File: src/rtl/ukf_pkg.sv
// Shared constants, types and register codes for the record keyword filter.
// Depends on nothing; imported by every module of the block.
`default_nettype none

package ukf_pkg;

    localparam int KEY_MAX      = 8;
    localparam int LENGTH_BITS  = 16;

    localparam int BYTE_W       = 8;
    localparam int OWNER_W      = 32;
    localparam int KEY_BYTES_W  = 64;
    localparam int KEY_LEN_W    = 4;
    localparam int CFG_DATA_W   = 64;
    localparam int CFG_INDEX_W  = 2;

    localparam int WIN_BYTES    = (KEY_MAX > 1) ? KEY_MAX - 1 : 1;
    localparam int WIN_W        = WIN_BYTES * BYTE_W;
    localparam int FILL_W       = (KEY_MAX > 1) ? $clog2(KEY_MAX) : 1;
    localparam int LEN_SEL_W    = $clog2(KEY_MAX + 1);

    localparam int IN_TDATA_W   = BYTE_W;
    localparam int OUT_TDATA_W  = ((LENGTH_BITS + 7) / 8) * 8;
    localparam int OUT_TUSER_W  = 1;

    localparam logic [BYTE_W-1:0] NEWLINE_BYTE = 8'h0A;
    localparam logic [BYTE_W-1:0] ZERO_BYTE    = 8'h00;

    typedef enum logic [CFG_INDEX_W-1:0] {
        REG_OWNER_ID       = 2'd0,
        REG_KEYWORD_BYTES  = 2'd1,
        REG_KEYWORD_LENGTH = 2'd2
    } reg_index_t;

    typedef struct packed {
        logic [OWNER_W-1:0]     owner_id;
        logic [KEY_BYTES_W-1:0] keyword_bytes;
        logic [KEY_LEN_W-1:0]   key_count;
    } cfg_t;

    typedef struct packed {
        logic                   valid;
        logic [LENGTH_BITS-1:0] rec_length;
        logic                   keyword_found;
    } result_t;

endpackage

`default_nettype wire

File: src/rtl/user_record_keyword_filter.sv
// Top level of the record keyword filter: input register, parser, result register.
// Depends on ukf_pkg, ukf_cfg_regs and ukf_parser.
//
//  channel  direction  transfer on              payload
//  s_       in         s_tvalid && s_tready     tdata: data_byte; tlast: end_of_data
//  m_       out        m_tvalid && m_tready     tdata: rec_length; tuser: keyword_found
//  cfg_     in         cfg_wr_en                cfg_wr_index, cfg_wr_data
//
// One byte per cycle while the output is not stalled; a newline byte passes the input register,
// the parser update and the result register before its result leaves.
// Reset is synchronous, active low, and clears parser state and the valid flags.
// A stalled result holds; the input register still takes one more byte behind it.
`default_nettype none

module user_record_keyword_filter (
    input  wire logic                             aclk,
    input  wire logic                             aresetn,
    input  wire logic                             s_tvalid,
    output logic                                  s_tready,
    input  wire logic [ukf_pkg::IN_TDATA_W-1:0]   s_tdata,  // [7:0] data_byte
    input  wire logic                             s_tlast,
    output logic                                  m_tvalid,
    input  wire logic                             m_tready,
    output logic [ukf_pkg::OUT_TDATA_W-1:0]       m_tdata,  // [15:0] rec_length
    output logic [ukf_pkg::OUT_TUSER_W-1:0]       m_tuser,  // [0] keyword_found
    input  wire logic                             cfg_wr_en,
    input  wire logic [ukf_pkg::CFG_INDEX_W-1:0]  cfg_wr_index,
    input  wire logic [ukf_pkg::CFG_DATA_W-1:0]   cfg_wr_data
);
    import ukf_pkg::*;

    cfg_t    cfg;
    result_t result;

    logic              in_valid_reg;
    logic [BYTE_W-1:0] in_byte_reg;
    logic              in_last_reg;

    logic                   out_valid_reg;
    logic [LENGTH_BITS-1:0] out_length_reg;
    logic                   out_found_reg;

    logic out_free;
    logic advance;

    assign out_free = !out_valid_reg || m_tready;
    assign advance  = in_valid_reg && out_free;
    assign s_tready = !in_valid_reg || out_free;

    ukf_cfg_regs u_cfg_regs (
        .aclk         (aclk),
        .aresetn      (aresetn),
        .cfg_wr_en    (cfg_wr_en),
        .cfg_wr_index (cfg_wr_index),
        .cfg_wr_data  (cfg_wr_data),
        .cfg          (cfg)
    );

    ukf_parser u_parser (
        .aclk        (aclk),
        .aresetn     (aresetn),
        .step        (advance),
        .data_byte   (in_byte_reg),
        .end_of_data (in_last_reg),
        .cfg         (cfg),
        .result      (result)
    );

    // hold the byte until the parser can take it
    always_ff @(posedge aclk) begin
        if (!aresetn) begin
            in_valid_reg <= 1'b0;
        end else if (s_tready) begin
            in_valid_reg <= s_tvalid;
        end
    end

    always_ff @(posedge aclk) begin
        if (s_tvalid && s_tready) begin
            in_byte_reg <= s_tdata[BYTE_W-1:0];
            in_last_reg <= s_tlast;
        end
    end

    always_ff @(posedge aclk) begin
        if (!aresetn) begin
            out_valid_reg <= 1'b0;
        end else if (out_free) begin
            out_valid_reg <= advance && result.valid;
        end
    end

    always_ff @(posedge aclk) begin
        if (advance && result.valid) begin
            out_length_reg <= result.rec_length;
            out_found_reg  <= result.keyword_found;
        end
    end

    assign m_tvalid = out_valid_reg;
    assign m_tdata  = OUT_TDATA_W'(out_length_reg);
    assign m_tuser  = OUT_TUSER_W'(out_found_reg);

endmodule

`default_nettype wire

File: src/rtl/ukf_cfg_regs.sv
// Configuration register bank: owner id, keyword bytes and keyword length.
// Depends on ukf_pkg.
`default_nettype none

module ukf_cfg_regs (
    input  wire logic                           aclk,
    input  wire logic                           aresetn,
    input  wire logic                           cfg_wr_en,
    input  wire logic [ukf_pkg::CFG_INDEX_W-1:0] cfg_wr_index,
    input  wire logic [ukf_pkg::CFG_DATA_W-1:0]  cfg_wr_data,
    output ukf_pkg::cfg_t                        cfg
);
    import ukf_pkg::*;

    cfg_t cfg_reg;
    cfg_t cfg_next;

    always_comb begin
        cfg_next = cfg_reg;
        if (cfg_wr_en) begin
            unique case (reg_index_t'(cfg_wr_index))
                REG_OWNER_ID: begin
                    cfg_next.owner_id = cfg_wr_data[OWNER_W-1:0];
                end
                REG_KEYWORD_BYTES: begin
                    cfg_next.keyword_bytes = cfg_wr_data[KEY_BYTES_W-1:0];
                end
                REG_KEYWORD_LENGTH: begin
                    cfg_next.key_count = cfg_wr_data[KEY_LEN_W-1:0];
                end
                default: begin
                    cfg_next = cfg_reg;
                end
            endcase
        end
    end

    always_ff @(posedge aclk) begin
        if (!aresetn) begin
            cfg_reg <= '0;
        end else begin
            cfg_reg <= cfg_next;
        end
    end

    assign cfg = cfg_reg;

endmodule

`default_nettype wire

File: src/rtl/ukf_matcher.sv
// Parallel window compare: does the keyword end at the current body byte.
// Depends on ukf_pkg.
`default_nettype none

module ukf_matcher (
    input  wire logic [ukf_pkg::BYTE_W-1:0]      cur_byte,
    input  wire logic [ukf_pkg::WIN_W-1:0]       recent,
    input  wire logic [ukf_pkg::FILL_W-1:0]      fill,
    input  wire logic [ukf_pkg::KEY_BYTES_W-1:0] keyword_bytes,
    input  wire logic [ukf_pkg::LEN_SEL_W-1:0]   key_len,
    output logic                                 match
);
    import ukf_pkg::*;

    logic [BYTE_W-1:0] hist [KEY_MAX];
    logic              len_match [KEY_MAX+1];

    always_comb begin
        hist[0] = cur_byte;
        for (int k = 1; k < KEY_MAX; k++) begin
            hist[k] = recent[(k-1)*BYTE_W +: BYTE_W];
        end
    end

    always_comb begin
        len_match[0] = 1'b0;
        for (int l = 1; l <= KEY_MAX; l++) begin
            len_match[l] = (int'(fill) >= l - 1);
            for (int i = 0; i < KEY_MAX; i++) begin
                if (i < l) begin
                    len_match[l] = len_match[l] &&
                        (hist[l-1-i] == keyword_bytes[i*BYTE_W +: BYTE_W]);
                end
            end
        end
    end

    assign match = len_match[key_len];

endmodule

`default_nettype wire

File: src/rtl/ukf_parser.sv
// Record parser: id assembly, body length, sliding window and result build.
// Depends on ukf_pkg and ukf_matcher.
`default_nettype none

module ukf_parser (
    input  wire logic                      aclk,
    input  wire logic                      aresetn,
    input  wire logic                      step,
    input  wire logic [ukf_pkg::BYTE_W-1:0] data_byte,
    input  wire logic                      end_of_data,
    input  ukf_pkg::cfg_t                  cfg,
    output ukf_pkg::result_t               result
);
    import ukf_pkg::*;

    typedef enum logic [2:0] {
        PH_ID0,
        PH_ID1,
        PH_ID2,
        PH_ID3,
        PH_SEP,
        PH_BODY
    } phase_t;

    phase_t                 phase_reg,  phase_next;
    logic [OWNER_W-1:0]     owner_reg,  owner_next;
    logic [LENGTH_BITS-1:0] count_reg,  count_next;
    logic [WIN_W-1:0]       recent_reg, recent_next;
    logic [FILL_W-1:0]      fill_reg,   fill_next;
    logic                   found_reg,  found_next;
    logic                   zero_reg,   zero_next;

    logic [LEN_SEL_W-1:0]   key_len;
    logic                   match;

    always_comb begin
        if (cfg.key_count > KEY_LEN_W'(KEY_MAX)) begin
            key_len = LEN_SEL_W'(KEY_MAX);
        end else begin
            key_len = LEN_SEL_W'(cfg.key_count);
        end
    end

    ukf_matcher u_matcher (
        .cur_byte      (data_byte),
        .recent        (recent_reg),
        .fill          (fill_reg),
        .keyword_bytes (cfg.keyword_bytes),
        .key_len       (key_len),
        .match         (match)
    );

    always_comb begin
        phase_next  = phase_reg;
        owner_next  = owner_reg;
        count_next  = count_reg;
        recent_next = recent_reg;
        fill_next   = fill_reg;
        found_next  = found_reg;
        zero_next   = zero_reg;
        result      = '0;

        if (step) begin
            unique case (phase_reg)
                PH_ID0: begin
                    owner_next[7:0] = data_byte;
                    phase_next      = PH_ID1;
                end
                PH_ID1: begin
                    owner_next[15:8] = data_byte;
                    phase_next       = PH_ID2;
                end
                PH_ID2: begin
                    owner_next[23:16] = data_byte;
                    phase_next        = PH_ID3;
                end
                PH_ID3: begin
                    owner_next[31:24] = data_byte;
                    phase_next        = PH_SEP;
                end
                PH_SEP: begin
                    phase_next  = PH_BODY;
                    count_next  = '0;
                    recent_next = '0;
                    fill_next   = '0;
                    found_next  = 1'b0;
                    zero_next   = 1'b0;
                end
                PH_BODY: begin
                    if (count_reg != '1) begin
                        count_next = count_reg + 1'b1;
                    end
                    if (!zero_reg) begin
                        if (data_byte == ZERO_BYTE) begin
                            zero_next = 1'b1;
                        end else begin
                            if (match) begin
                                found_next = 1'b1;
                            end
                            recent_next = WIN_W'({recent_reg, data_byte});
                            if (fill_reg < FILL_W'(KEY_MAX - 1)) begin
                                fill_next = fill_reg + 1'b1;
                            end
                        end
                    end
                    if (data_byte == NEWLINE_BYTE) begin
                        result.valid         = (owner_reg == cfg.owner_id);
                        result.rec_length    = count_next;
                        result.keyword_found = found_next || (key_len == '0);
                        phase_next  = PH_ID0;
                        owner_next  = '0;
                        count_next  = '0;
                        recent_next = '0;
                        fill_next   = '0;
                        found_next  = 1'b0;
                        zero_next   = 1'b0;
                    end
                end
                default: begin
                    phase_next = PH_ID0;
                end
            endcase

            if (end_of_data) begin
                phase_next  = PH_ID0;
                owner_next  = '0;
                count_next  = '0;
                recent_next = '0;
                fill_next   = '0;
                found_next  = 1'b0;
                zero_next   = 1'b0;
            end
        end
    end

    always_ff @(posedge aclk) begin
        if (!aresetn) begin
            phase_reg  <= PH_ID0;
            owner_reg  <= '0;
            count_reg  <= '0;
            recent_reg <= '0;
            fill_reg   <= '0;
            found_reg  <= 1'b0;
            zero_reg   <= 1'b0;
        end else begin
            phase_reg  <= phase_next;
            owner_reg  <= owner_next;
            count_reg  <= count_next;
            recent_reg <= recent_next;
            fill_reg   <= fill_next;
            found_reg  <= found_next;
            zero_reg   <= zero_next;
        end
    end

endmodule

`default_nettype wire

File: config.mk
export PLATFORM = sky130hd
export DESIGN_NAME = user_record_keyword_filter
export DESIGN_NICKNAME = d
export VERILOG_FILES = /design/src/rtl/ukf_pkg.sv /design/src/rtl/user_record_keyword_filter.sv /design/src/rtl/ukf_cfg_regs.sv /design/src/rtl/ukf_matcher.sv /design/src/rtl/ukf_parser.sv
export SDC_FILE = /design/constraint.sdc
export NUM_CORES = 1
export LEC_CHECK = 0
export BUFFER_PORTS_ARGS = -buffer_cell sky130_fd_sc_hd__clkbuf_2
export CORE_ASPECT_RATIO = 0.7
export CORE_MARGIN = 8
export CORE_UTILIZATION = 35
export CTS_BUF_LIST = sky130_fd_sc_hd__clkbuf_8
export DETAILED_ROUTE_END_ITERATION = 10
export REMOVE_ABC_BUFFERS = 1
export SKIP_LAST_GASP = 1
export SLEW_MARGIN = 10
export SYNTH_ARGS = -nofsm -noshare
export SYNTH_HDL_FRONTEND = slang
export SYNTH_SLANG_ARGS = --single-unit
File: constraint.sdc
create_clock -name aclk -period 4.7 [get_ports aclk]
set_input_delay 0.94 -clock aclk [delete_from_list [all_inputs] [get_ports aclk]]
set_output_delay 0.94 -clock aclk [all_outputs]
set_load 0.01 [all_outputs]
==> results.txt, run 1 <==
CP peak stage delay - 0.73 ns
CP Launch Type - flop
Ys flop type - dfxtp_1
Cell Count, Final, Fillers Out - 2,032
Area Overhead vs Synth - 12.00%
Top layer in use - met4
First-pass GRT wire length - 67,120 um
RePlAce Congestion - 1.017
Critical path data arrival time - 3.99 ns
Die width - 244.5 um
Met1 wire length - 20,960 um
Register area share after synthesis - 39.59%
Setup ws final - 1.210 ns
Fillers - 3,796
Worst setup path start - in_byte_reg[7]$_DFFE_PP_
Dpl ws - 1.224 ns
Drt via density - 5.469
Root Driver - clkbuf_8
Initial antenna violation count - 0
Share of layout cells above drive strength 1 - 13.35%
Worst min-delay path class - flop to flop
Largest net degree at the start of global routing - 89
Post-synthesis register bit count - 240
CTS Sinks - 240
Library cells used by synthesis - 67
NumNets Final - 1,607
Mapped Cells - 1,513
Vert. Die Dim - 176.0 um
Metal2 WL - 18,070 um
Crit. End Element - flop
PortBufs - 98
Syn Area/Cell - 8.456 um^2
Fin. Hold Viols - 0
Detailed placement HPWL - 32,290 um
Clock-pin slew on the worst setup and hold paths - 0.07 ns
Max FFs per register - 100
Number of setup buffers added after CTS - 0
RSZ-0062 raised after global routing - no
Post-synth EDFFs - 26
I/O pin count - 99
Delay-heaviest family, CP - simple AND/OR/NAND/NOR gates
DRT Wirelength - 45,350 um
Final setup viols - 0
Ys async rst share - 0%
GRT Total Usage - 20.29%
Reg-to-Reg Start - in_byte_reg[7]$_DFFE_PP_
CP max-delay cell - edfxtp_1
Final Cycle Share - 74.26%
WL per Instance - 22.32 um
WS Path Type - flop to flop
Max IR drop VDD - 0.1628 mV
Most frequent cells in the layout - nand2_1, dfxtp_1, xor2_1, a21oi_1, xnor2_1
Worst skew pair latency - 0.57 ns
Detailed Routing Iterations Pass 1 - 5
Worst Skew - 0.02436 ns
Mapped Area - 12,790 um^2
Setup TNS - 0 ns
Pleak - 5.842 nW
Pins Over Slew Limit - 0
Max cap viols - 0
DRT iter0 DRCs - 1,186
Core Rows - 58
Ys Warns - 0
Placed cell area - 13,490 um^2
Vias - 11,110
Remaining antenna violation count - 0
Most common cell after layout, fill and taps aside - nand2_1
CTS Hold Bufs - 0
CTS buffer count - 39
CTS Buffer Depth - 3
Max FO, Critical Path - 27
Cts repair resizes - 0
Hold_sp - u_cfg_regs.cfg[17]$_SDFFE_PN0P_
Max H-tree Level - 2
Die area - 43,020 um^2
Dpl cells - 1,961
Max frequency - 286.5 MHz
Status - finished, final reports clean
Vias in the first global route - 10,570
Met3 wire len - 5235 um
CTS tree - done
Critical path, cell by cell - or4_4 -> o21ai_1 -> a21oi_4 -> nor2_4 -> buf_4 -> a22o_1
Relative slew margins - 11.24%
Initial core utilization - 35.54%
PD cells - 319.8 nW/um^2
Residual DRC - 0
Congestion Overflow GR - 0
Post-route cell area - 14,330 um^2
Core ar. - 35,990 um^2
WP buf/inv - 1
Final min period - 3.490 ns
WP data required - 5.20 ns
Slew @ Worst Pin - 1.319 ns
## power breakdown
part	leakage (nW)	internal [mW]	switching, mW
sequential	1.94	2.11	0.0788
clock	0.466	1.07	0.876
combinational	3.44	0.166	0.280
total	5.84	3.35	1.24
## stage by stage
| step | power [mW] | hold WS (ns) | util, % |
|---|---|---|---|
| final | 4.582 | 0.4614 | 39.81 |
| after global routing | 4.755 | 0.4802 | 39.80 |
| after CTS | 4.610 | 0.4639 | 39.80 |
| after detailed placement | 2.664 | 0.4567 | 37.48 |
| after global placement | 2.662 | 0.4529 | 37.48 |
| after floorplan | 2.460 | 0.4437 | - |
## path summary, 6_finish.rpt
kind                                          endpoint  slack, ns  cells after the start
setup / recovery  u_parser.recent_reg[54]$_SDFFE_PN0P_       1.21                      6
hold / removal         u_cfg_regs.cfg[17]$_SDFFE_PN0P_       0.46                      2
setup reg to reg  u_parser.recent_reg[54]$_SDFFE_PN0P_       1.21                      6
hold reg to reg        u_cfg_regs.cfg[17]$_SDFFE_PN0P_       0.46                      2
## cell families (layout without fill, tap and decap cells)
family	count (synthesis)	count (layout)	synth area share [%]
flip-flops	240	240	39.59
other	0	1	0
adder cells (fa/ha/maj)	5	5	0.4890
AO/OA/AOI/OAI	281	281	14.45
XOR/XNOR	315	315	21.56
AND/OR/NAND/NOR	484	484	17.83
buffers and inverters	183	221	5.692
multiplexers	5	5	0.3912
## area by class of cell
type	instances	area, um^2	area share, %
Multi-Input combinational cell	1090	7025	49.03
Clock buffer	50	688.2	4.803
Tap cell	480	600.6	4.191
Inverter	24	92.59	0.6462
Antenna cell	1	2.502	0.01746
Timing Repair Buffer	127	708.2	4.942
Clock inverter	20	146.4	1.022
Sequential cell	240	5065	35.35
## per-layer routing
| metal | GRT usage, % | vias up |
|---|---|---|
| li1 | - | 5175 |
| met1 | 29.35 | 5315 |
| met2 | 28.41 | 536 |
| met3 | 6.295 | 87 |
| met4 | 5.996 | 0 |
| met5 | 0 | - |
## synthesized netlist by cell type, types with 5 or more instances
master	n	share of area, %
nand2_1	223	6.5
o22ai_1	6	0.29
dfxtp_1	214	33
a22o_1	52	3.6
xnor2_1	130	8.9
o21ai_0	18	0.70
nand3_1	25	0.98
xor2_1	185	13
a22oi_1	31	1.8
nor3_1	15	0.59
clkbuf_1	116	3.4
edfxtp_1	26	6.1
buf_2	26	1.0
nor2_1	81	2.4
nor4_1	49	2.4
mux2i_1	5	0.39
inv_1	23	0.67
and3_1	5	0.24
a31oi_1	6	0.29
ha_1	5	0.49
a21oi_1	130	5.1
buf_1	14	0.41
nor2b_1	5	0.24
nand4_1	44	2.2
## tightest hold or removal path, stage by stage (launching register included)
cell	delay, ns
dfxtp_1	0.31
nand2_1	0.05
a21oi_1	0.05
No activity file was read; power rests on OpenSTA's default activity.
==> inputs of run 2 (changes only) <==
--- a/config.mk
+++ b/config.mk
@@ -5,6 +5,7 @@
 export SDC_FILE = /design/constraint.sdc
 export NUM_CORES = 1
 export LEC_CHECK = 0
+export ABC_AREA = 1
 export BUFFER_PORTS_ARGS = -buffer_cell sky130_fd_sc_hd__clkbuf_2
 export CORE_ASPECT_RATIO = 0.7
 export CORE_MARGIN = 8
==> constraint.sdc (replaced) <==
create_clock -name aclk -period 3.55 [get_ports aclk]
set_input_delay 0.71 -clock aclk [delete_from_list [all_inputs] [get_ports aclk]]
set_output_delay 0.71 -clock aclk [all_outputs]
set_load 0.01 [all_outputs]
==> results.txt, run 2 <==
Worst skew pair latency - 0.60 ns
Initial core utilization - 35.56%
Fillers - 4,156
PortBufs - 98
Final setup viols - 0
CTS Sinks - 240
R2R cell count - 12
Die area - 45,730 um^2
Slew @ Worst Pin - 0.7116 ns
Relative slew margins - 52.49%
I/O pin count - 99
Largest net degree at the start of global routing - 50
Top cells by count, synth - nand2_1, nor2_1, dfxtp_1, inv_1, o21ai_0
Dominant cell type by area after synthesis - dfxtp_1
CTS Hold Bufs - 0
Vias in the first global route - 13,160
Max frequency - 345.2 MHz
Post-synthesis register bit count - 240
CP Launch Type - flop
Top-count cell post-synth - nand2_1
Final min period - 2.896 ns
Share of layout cells above drive strength 1 - 11.58%
Antenna cells - 0
Detailed placement HPWL - 43,710 um
DRT iter0 DRCs - 2,034
CTS tree - done
Clock-pin slew on the worst setup and hold paths - 0.06 ns
Pins Over Slew Limit - 0
WL per Instance - 21.94 um
Detailed Routing Iterations Pass 1 - 9
Library cells used by synthesis - 47
Fin. Hold Viols - 0
CTS buffer count - 42
Worst hold path depth - 1
Mapped Area - 13,670 um^2
Congestion Overflow GR - 0
Initial antenna violation count - 0
Area contributors post-synth - dfxtp_1, nand2_1, nor2_1
Max IR drop VDD - 0.2769 mV
Ys flop type - dfxtp_1
Most common cell after layout, fill and taps aside - nand2_1
Worst Skew - 0.03518 ns
Core ar. - 38,440 um^2
CP peak stage delay - 0.35 ns
Area Overhead vs Synth - 14.80%
Post-synth EDFFs - 26
Number of setup buffers added after CTS - 0
Max H-tree Level - 2
Critical path, cell by cell - buf_4 -> inv_1 -> nand2_1 -> nor3_2 -> nand2_1 -> nand2_4 -> inv_6 -> a21oi_4 -> inv_2 -> nand2_2 -> buf_12 -> o32ai_1
CP max-delay cell - edfxtp_1
WP data required - 3.98 ns
Ys async rst share - 0%
Pleak - 6.720 nW
Status - finished, final reports clean
Crit. End Element - flop
Max cap viols - 0
WP buf/inv - 5
Remaining antenna violation count - 0
Vias - 14,480
Core Rows - 60
Residual DRC - 0
RSZ-0062 raised after global routing - no
PD cells - 435.0 nW/um^2
Cts repair resizes - 0
DRT Wirelength - 59,100 um
CTS Buffer Depth - 3
Worst min-delay path class - input pin to flop
Final Cycle Share - 81.59%
Vert. Die Dim - 181.3 um
Critical Path Stages - 12
Die width - 252.2 um
Cell Count, Final, Fillers Out - 2,694
Ys Warns - 0
RePlAce Congestion - 1.001
Drt via density - 5.373
Most frequent cells in the layout - nand2_1, nor2_1, dfxtp_1, inv_1, o21ai_0
Register area share after synthesis - 37.06%
First-pass GRT wire length - 86,590 um
Max FFs per register - 100
Syn Area/Cell - 6.671 um^2
Mapped Cells - 2,049
Critical path data arrival time - 3.33 ns
NumNets Final - 2,220
Synth top area share - 31.34%
Delay-heaviest family, CP - buffers and inverters
Crit-path most repeated cell - nand2_1
Setup TNS - 0 ns
WS Path Type - flop to flop
Root Driver - clkbuf_8
GRT Total Usage - 24.86%
Dpl cells - 2,618
Max FO, Critical Path - 41
==> run 2: cell count changes after synthesis, moves of 29 or more <==
| cell | before | now |
|---|---|---|
| nand2_1 | 223 | 617 |
| nor2_1 | 81 | 255 |
| inv_1 | 23 | 177 |
| xor2_1 | 185 | 54 |
| o21ai_0 | 18 | 144 |
| clkbuf_1 | 116 | 58 |
| xnor2_1 | 130 | 72 |
| a22o_1 | 52 | 0 |
| nor4_1 | 49 | 7 |
| o32ai_1 | 0 | 39 |
| nand3_1 | 25 | 56 |
| a22oi_1 | 31 | 2 |
==> run 2: logic make-up after synthesis <==
| family | after synthesis | share of synthesized area (%) |
|---|---|---|
| compound gates | 351 | 14.65 |
| buf+inv | 308 | 9.273 |
| simple gates | 1019 | 30.49 |
| flops | 240 | 37.06 |
| fa+ha+maj | 5 | 0.4577 |
| xor+xnor | 126 | 8.074 |
==> run 2: final timing paths <==
path,endpoint,slack [ns],from
worst max-delay path,u_parser.recent_reg[38]$_SDFFE_PN0P_,0.65,in_byte_reg[0]$_DFFE_PP_
worst min-delay path,in_byte_reg[1]$_DFFE_PP_,0.29,s_tdata[1]
worst max register to register,u_parser.recent_reg[38]$_SDFFE_PN0P_,0.65,in_byte_reg[0]$_DFFE_PP_
worst min register to register,u_parser.owner_reg[7]$_SDFFE_PN0P_,0.45,u_parser.owner_reg[7]$_SDFFE_PN0P_
==> run 2: final cells by class <==
cell class	count	area, um^2	area share (%)
Tap cell	527	659.4	4.202
Inverter	196	744.5	4.744
Clock buffer	52	715.7	4.561
Sequential cell	240	5065	32.28
Clock inverter	24	240.2	1.531
Timing Repair Buffer	154	925.9	5.901
Multi-Input combinational cell	1501	7341	46.78
==> run 2: report_power, final <==
part | switching [mW] | internal [mW]
sequential | 0.105 | 2.82
combinational | 0.625 | 0.305
clock | 1.27 | 1.69
==> run 2: stage by stage <==
stage	power, mW	setup WS (ns)	area (um^2)	utilization (%)	hold WS (ns)
floorplan	3.464	0.06534	13140	-	0.4325
global placement	3.878	0.7622	14740	38.34	0.4449
detailed placement	3.877	0.7304	14740	38.34	0.4463
CTS	6.816	0.7299	15690	40.82	0.2593
global route	7.057	0.6109	15690	40.82	0.2659
finish	6.826	0.6535	15690	40.82	0.2939
==> run 2: metal layers <==
layer / GRT usage, % / share of wire (%)
met5: 0 / 0
met4: 5.798 / 2.0
met3: 7.756 / 13
met2: 33.30 / 38
met1: 37.60 / 47
